File: src/bprs_pkg.sv
// Shared constants, codes and controller/datapath interface types for the byte pattern search.
package bprs_pkg;

    // Buffer depths
    localparam int HAYSTACK_DEPTH = 4096;
    localparam int NEEDLE_DEPTH   = 64;

    // Fixed field widths
    localparam int CMD_W  = 3;
    localparam int BYTE_W = 8;
    localparam int LOC_W  = 13;
    localparam int MLEN_W = 7;

    // Derived storage widths
    localparam int HAY_AW  = $clog2(HAYSTACK_DEPTH);
    localparam int HAY_CW  = $clog2(HAYSTACK_DEPTH + 1);
    localparam int NDL_AW  = (NEEDLE_DEPTH > 1) ? $clog2(NEEDLE_DEPTH) : 1;
    localparam int NDL_CW  = $clog2(NEEDLE_DEPTH + 1);
    localparam int POS_W   = (HAY_CW > LOC_W) ? HAY_CW : LOC_W;

    // Command codes
    localparam logic [CMD_W-1:0] CMD_CLEAR_HAY     = 3'd0;
    localparam logic [CMD_W-1:0] CMD_APPEND_HAY    = 3'd1;
    localparam logic [CMD_W-1:0] CMD_CLEAR_NEEDLE  = 3'd2;
    localparam logic [CMD_W-1:0] CMD_APPEND_NEEDLE = 3'd3;
    localparam logic [CMD_W-1:0] CMD_SEARCH        = 3'd4;

    // Search setup outcome
    localparam logic [1:0] SK_NONE  = 2'd0;
    localparam logic [1:0] SK_EMPTY = 2'd1;
    localparam logic [1:0] SK_SCAN  = 2'd2;

    // Result kind
    localparam logic [1:0] RES_NONE  = 2'd0;
    localparam logic [1:0] RES_EMPTY = 2'd1;
    localparam logic [1:0] RES_MATCH = 2'd2;

    typedef struct packed {
        logic       accept;
        logic       setup;
        logic       step_k;
        logic       next_pos;
        logic       load_result;
        logic [1:0] res_kind;
    } t_dp_cmd;

    typedef struct packed {
        logic [1:0] setup_kind;
        logic       byte_eq;
        logic       k_last;
        logic       pos_last;
    } t_dp_status;

endpackage

File: src/bprs_controller.sv
// Controller: sequences loads, search setup, byte compares and result handoff.
module bprs_controller
    import bprs_pkg::*;
(
    input  logic             i_clk,
    input  logic             i_rst_n,
    input  logic             i_valid,
    input  logic [CMD_W-1:0] i_cmd,
    input  logic             i_stall,
    input  t_dp_status       i_status,
    output t_dp_cmd          o_cmd_bus,
    output logic             o_stall,
    output logic             o_valid
);

    localparam logic [2:0] S_IDLE  = 3'd0;
    localparam logic [2:0] S_SETUP = 3'd1;
    localparam logic [2:0] S_READ  = 3'd2;
    localparam logic [2:0] S_CMP   = 3'd3;
    localparam logic [2:0] S_DONE  = 3'd4;

    logic [2:0] r_state;
    logic [2:0] n_state;
    logic [1:0] r_res_kind;
    logic [1:0] n_res_kind;
    logic       r_out_valid;
    logic       out_free;
    logic       accept;

    assign o_stall  = (r_state != S_IDLE);
    assign accept   = i_valid && !o_stall;
    assign out_free = !r_out_valid || !i_stall;
    assign o_valid  = r_out_valid;

    // Decode next state and datapath commands
    always_comb begin
        n_state               = r_state;
        n_res_kind            = r_res_kind;
        o_cmd_bus             = '0;
        o_cmd_bus.accept      = accept;
        o_cmd_bus.res_kind    = r_res_kind;
        unique case (r_state)
            S_IDLE: begin
                if (accept && i_cmd == CMD_SEARCH) n_state = S_SETUP;
            end
            S_SETUP: begin
                unique case (i_status.setup_kind)
                    SK_EMPTY: begin
                        n_res_kind = RES_EMPTY;
                        n_state    = S_DONE;
                    end
                    SK_SCAN: begin
                        o_cmd_bus.setup = 1'b1;
                        n_state         = S_READ;
                    end
                    default: begin
                        n_res_kind = RES_NONE;
                        n_state    = S_DONE;
                    end
                endcase
            end
            S_READ: begin
                n_state = S_CMP;
            end
            S_CMP: begin
                priority if (i_status.byte_eq && i_status.k_last) begin
                    n_res_kind = RES_MATCH;
                    n_state    = S_DONE;
                end else if (i_status.byte_eq) begin
                    o_cmd_bus.step_k = 1'b1;
                    n_state          = S_READ;
                end else if (i_status.pos_last) begin
                    n_res_kind = RES_NONE;
                    n_state    = S_DONE;
                end else begin
                    o_cmd_bus.next_pos = 1'b1;
                    n_state            = S_READ;
                end
            end
            S_DONE: begin
                if (out_free) begin
                    o_cmd_bus.load_result = 1'b1;
                    n_state               = S_IDLE;
                end
            end
            default: begin
                n_state = S_IDLE;
            end
        endcase
    end

    // Advance state and result kind
    always_ff @(posedge i_clk) begin
        if (!i_rst_n) begin
            r_state    <= S_IDLE;
            r_res_kind <= RES_NONE;
        end else begin
            r_state    <= n_state;
            r_res_kind <= n_res_kind;
        end
    end

    // Hold output valid until the transaction is taken
    always_ff @(posedge i_clk) begin
        if (!i_rst_n) begin
            r_out_valid <= 1'b0;
        end else if (o_cmd_bus.load_result) begin
            r_out_valid <= 1'b1;
        end else if (!i_stall) begin
            r_out_valid <= 1'b0;
        end
    end

endmodule

File: config.mk
export PLATFORM = sky130hd
export DESIGN_NAME = bprs_controller
export DESIGN_NICKNAME = d
export VERILOG_FILES = /design/src/bprs_pkg.sv /design/src/bprs_controller.sv
export SDC_FILE = /design/constraint.sdc
export NUM_CORES = 1
export LEC_CHECK = 0
export ABC_AREA = 0
export BUFFER_PORTS_ARGS = -buffer_cell sky130_fd_sc_hd__buf_2
export CORE_AREA = 5 5 42 44
export CTS_CLUSTER_SIZE = 16
export DETAILED_ROUTE_END_ITERATION = 8
export DIE_AREA = 0 0 47 49
export PLACE_DENSITY_LB_ADDON = 0.25
export SETUP_SLACK_MARGIN = 0.02
export SYNTH_ARGS = -nofsm -noshare
export SYNTH_HDL_FRONTEND = slang
export SYNTH_SLANG_ARGS = --single-unit
File: constraint.sdc
create_clock -name i_clk -period 3.4 [get_ports i_clk]
set_input_delay 0 -clock i_clk [delete_from_list [all_inputs] [get_ports i_clk]]
set_output_delay 0 -clock i_clk [all_outputs]
set_load 0.05 [all_outputs]
Word level (Yosys, flattened, before mapping)
Index checks and enable logic that the tools add are counted.
{ "word_totals": {"reg_bits": 6, "input_bits": 12, "output_inout_bits": 9} }
{ "op_classes": {"eq_ne": 13, "n_mux": 23, "n_reduce_logical": 12} }
{ "ops": {"columns": ["operator", "n"], "rows": [
  ["3-bit 2-to-1 mux", 6],
  ["3-bit case mux with 5 select lines", 1],
  ["2-bit 2-to-1 mux", 5],
  ["1-bit 2-to-1 mux", 9],
  ["2-bit case mux with 2 select lines", 2],
  ["3-bit by 2-bit equality test with 1-bit output, second input constant", 2],
  ["3-bit equality test, second input constant", 2],
  ["2-bit inequality test, second input constant", 3],
  ["3-bit inequality test, second input constant", 2],
  ["4-bit AND reduction", 1],
  ["3-bit by 1-bit equality test with 1-bit output, second input constant", 1],
  ["1-bit logical AND", 3],
  ["1-bit zero test", 3],
  ["3-bit zero test", 1],
  ["3-bit nonzero test", 1],
  ["2-bit by 1-bit equality test with 1-bit output, second input constant", 1],
  ["2-bit equality test, second input constant", 1],
  ["2-bit by 1-bit inequality test with 1-bit output, second input constant", 1],
  ["2-bit AND reduction", 1],
  ["2-bit nonzero test", 1],
  ["1-bit logical OR", 1]
]} }

Logic depth before layout (Yosys ltp)
{ "depth": {"depth_word": 6, "mapped_depth": 3, "ltp_nobuf": 3} }

Worst setup path before layout
No wires, ideal clock.
{ "synth_timing": {"kind": "reg-to-reg", "start": "register r_state[2]", "end": "register r_state[1]", "setup_ns": 0.062, "arrival_time_ns": 2.095, "required_ns": 3.338, "path_slack_ns": 1.244, "path_stages_with_launch": 4, "path_cell_list": "dfxtp_1 -> nand3b_1 -> nor3b_1 -> o21ba_2"} }
{ "synth_via": {"elab_chain_len": 6} }
{ "synth_lines": {"columns": ["element", "line", "source"], "rows": [
  ["start, declared", "bprs_controller.sv:22", "logic [2:0] r_state;"],
  ["start signal, assigned", "bprs_controller.sv:98", "r_state <= n_state;"],
  ["3-bit nonzero test", "bprs_controller.sv:30", "assign o_stall = (r_state != S_IDLE);"],
  ["1-bit zero test", "bprs_controller.sv:31", "assign accept = i_valid && !o_stall;"],
  ["1-bit logical AND", "bprs_controller.sv:31", null],
  ["1-bit logical AND", "bprs_controller.sv:44", "if (accept && i_cmd == CMD_SEARCH) n_state = S_SETUP;"],
  ["2-bit inequality test (no line)", null, null],
  ["2-bit AND reduction (no line)", null, null]
]} }
Several ways; a longest one is shown, not always the timed one.
A chain may end at the register's enable or synchronous reset.

==> insert_results.sql <==
INSERT INTO impl_metrics (metric_group, metric, value, unit) VALUES
('status', 'outcome', 'completed', ''),
('flow_run', 'max_cap_violations', '0', ''),
('cts', 'cts.sinks', '6', ''),
('synth', 'synth.avg_cell_area', '8.665', 'sq um'),
('synth', 'synth_area_leaders', 'dfxtp_1 (35%), mux2i_1 (5.8%), nor2_1 (4.3%)', ''),
('global_routing', 'antenna_found_initial', '0', ''),
('detailed_routing', 'first_pass_iters', '3', ''),
('power_and_ir_drop', 'vdd_drop_max', '0.0001689', 'V'),
('synth', 'ys_seq_area_share', '34.66', '%'),
('cts', 'cts_max_level', '1', ''),
('synth', 'synthesis.nets', '52', ''),
('sta', 'final.min_clock_period', '1511', 'ps'),
('worst_setup_path', 'worst-setup-path-type', 'flop to output port', ''),
('detailed_routing', 'drc', '0', ''),
('min_path', 'min-delay-path-class', 'primary input to flop', ''),
('sta', 'fin_worst_hold_slack', '46.15', 'ps'),
('power_and_ir_drop', 'power.leakage', '0.2213', 'nW'),
('synth', 'synth-seq-cells', '6', ''),
('detailed_routing', 'avgViaCountPerCell', '4.769', ''),
('cts', 'total_of_hold_buffers_inserted_after_clock_tree_synthesis', '0', ''),
('cts', 'clock-root-buffer', 'clkbuf_4', ''),
('finish', 'finalNetCount', '76', ''),
('cts', 'postCtsSetupRepairBufs', '0', ''),
('worst_setup_path', 'kind_of_cell_adding_the_most_delay_to_the_critical_path', 'simple AND/OR/NAND/NOR gates', ''),
('worst_setup_path', 'reg2regPathDepth', '3', ''),
('cts', 'clk_transition_reported_paths', '50', 'ps'),
('synth', 'postSynth.asyncResetShare', '0', '%'),
('worst_setup_path', 'timing.reg2reg.setup_slack', '2010', 'ps'),
('worst_setup_path', 'startpoint_type', 'flop', ''),
('sta', 'report.final.setup_viol', '0', ''),
('finish', 'area_growth', '38.99', '%'),
('sta', 'setup-tns-final', '0', 'ps'),
('sta', 'worst_pin_slew', '370.3', 'ps'),
('global_routing', 'grt_start_max_net_pins', '9', ''),
('worst_setup_path', 'critical_path.n_buffers_inverters', '1', ''),
('synth', 'synth.yosys.warnings', '0', ''),
('finish', 'final_cell_area', '481.7', 'sq um'),
('power_and_ir_drop', 'cellPowerDensity', '323.6', 'nW/um^2'),
('sta', 'maxSlewHeadroom', '74.98', '%'),
('worst_setup_path', 'crit_path_cell_trace', 'nand3b_1, nor3b_1, buf_2', ''),
('worst_setup_path', 'worst-endpoint-required', '3400', 'ps'),
('worst_setup_path', 'critical_path_arrival', '1510', 'ps'),
('sta', 'setup_repair_after_global_routing_missed_its_margin', 'no', ''),
('floorplanning', 'top_level_ports', '21', ''),
('synth', 'synth_cell_area', '346.6', 'sq um'),
('sta', 'final_cycle_utilization_of_the_critical_path', '44.44', '%'),
('cts', 'cts.repair.resized', '0', ''),
('placed_design', 'dpl.hpwl', '728.7', 'microns'),
('cts', 'cts-buffers-inserted', '3', ''),
('finish', 'final_layout_size_suffix_gt1_share', '41.94', '%'),
('cts', 'tritoncts', 'yes', ''),
('floorplanning', 'floorplan.die_area', '2303', 'sq um'),
('sta', 'final_hold_viol_count', '0', ''),
('finish', 'diodes', '0', ''),
('synth', 'yosysUniqueCellTypes', '28', ''),
('sta', 'achievable-frequency', '661.9', 'MHz'),
('worst_setup_path', 'timing.critical_path.fanout_max', '7', ''),
('floorplanning', 'chipHeight', '49', 'microns'),
('synth', 'synth_top_flop_cell', 'dfxtp_1', ''),
('floorplanning', 'start_util', '24.73', '%'),
('detailed_routing', 'route.vias.total', '372', ''),
('synth', 'synthDominantAreaCellType', 'dfxtp_1', ''),
('worst_setup_path', 'timing.critical_path.to_type', 'output port', ''),
('floorplanning', 'rows', '14', ''),
('synth', 'post_synthesis_cells', '40', ''),
('worst_setup_path', 'rr_startpoint', 'r_state[0]$_SDFFE_PN0P_', ''),
('synth', 'synth.top_cell.area_share', '34.66', '%'),
('detailed_routing', 'finalWirelength', '902', 'microns'),
('placed_design', 'placed_instance_area', '459.2', 'sq um'),
('placed_design', 'gpl.final_weighted_congestion', '0.7246', ''),
('worst_setup_path', 'capturing_point_of_the_worst_reg2reg_path', 'r_res_kind[1]$_SDFFE_PN0P_', '');
-- synthesized netlist by cell type, drive strengths merged, types with 2 or more instances --
master	number
dfxtp	6
nand2	3
nand3	2
mux2i	2
nor2	4
-- worst reg2reg max path, stage by stage (launching register included) --
cell	delay [ps]
dfxtp_1	380
or3b_1	410
o22a_2	280
a31o_1	220
-- how the worst max path moves through the flow --
stage / from / endpoint / cells past startpoint
global placement: r_state[0]$_SDFFE_PN0P_ / r_res_kind[1]$_SDFFE_PN0P_ / 3
CTS: r_state[2]$_SDFFE_PN0P_ / o_cmd_bus[4] / 3
global route: r_state[2]$_SDFFE_PN0P_ / o_cmd_bus[4] / 3
finish: r_state[2]$_SDFFE_PN0P_ / o_cmd_bus[4] / 3
detailed placement: r_state[0]$_SDFFE_PN0P_ / r_res_kind[1]$_SDFFE_PN0P_ / 3
floorplan: r_state[2]$_SDFFE_PN0P_ / r_state[1]$_SDFFE_PN0P_ / 3
-- report_power, final --
part / internal, mW / total [mW] / switching, mW
clock: 0.0398 / 0.0640 / 0.0242
combinational: 0.00933 / 0.0207 / 0.0114
sequential: 0.0709 / 0.0712 / 0.000293
total: 0.120 / 0.156 / 0.0358
-- logic make-up (layout without fill, tap and decap cells) --
logic type,after synthesis,after routing,synth area share (%)
and+or+nand+nor,21,21,36.47
muxes,2,2,5.776
buffers and inverters,2,24,3.249
DFF,6,6,34.66
AOI/OAI and AO/OA,9,9,19.86
-- layer usage --
layer,wire length (microns),GRT usage (%),share of wire [%]
met5,0,0,0
met4,0,4.147,0
met1,386,8.772,43
met2,480,13.12,53
met3,36,2.214,4.0
-- cell usage in the layout (no fill, tap or decap) --
master	count
buf_2	20
dfxtp_1	6
nor2_1	4
nand2_1	3
clkbuf_4	3
mux2i_1	2
nand3_1	2
a21oi_1	1
nand3b_1	1
nor3_1	1
nand2b_1	1
or3b_1	1
or3_2	1
inv_1	1
and3_1	1
nor3b_1	1
and2b_1	1
o22a_2	1
nor4bb_1	1
o211ai_1	1
o22ai_1	1
nor2b_1	1
o21ai_0	1
o2bb2ai_1	1
o21ba_2	1
nor4b_1	1
a21boi_0	1
nand4b_1	1
a31o_1	1
-- stage by stage --
stage	worst slack [ps]	util (%)
floorplan	1244	-
global placement	2011	32.77
detailed placement	2011	32.77
CTS	1859	34.38
global route	1746	34.38
finish	1889	34.38
-- state kept, by name, indices dropped and copies added, names as in the netlist --
register	cells
r_state	3
o_valid	1
r_res_kind	2
-- area by class of cell --
cell class	instances	area (sq um)
fillers	158	919.6
multi-input cells	32	215.2
flip-flops and latches	6	120.1
repair buffers	20	100.1
clock buffers	3	22.52
well taps	16	20.02
inverters	1	3.754
(Power assumes the default switching activity.)
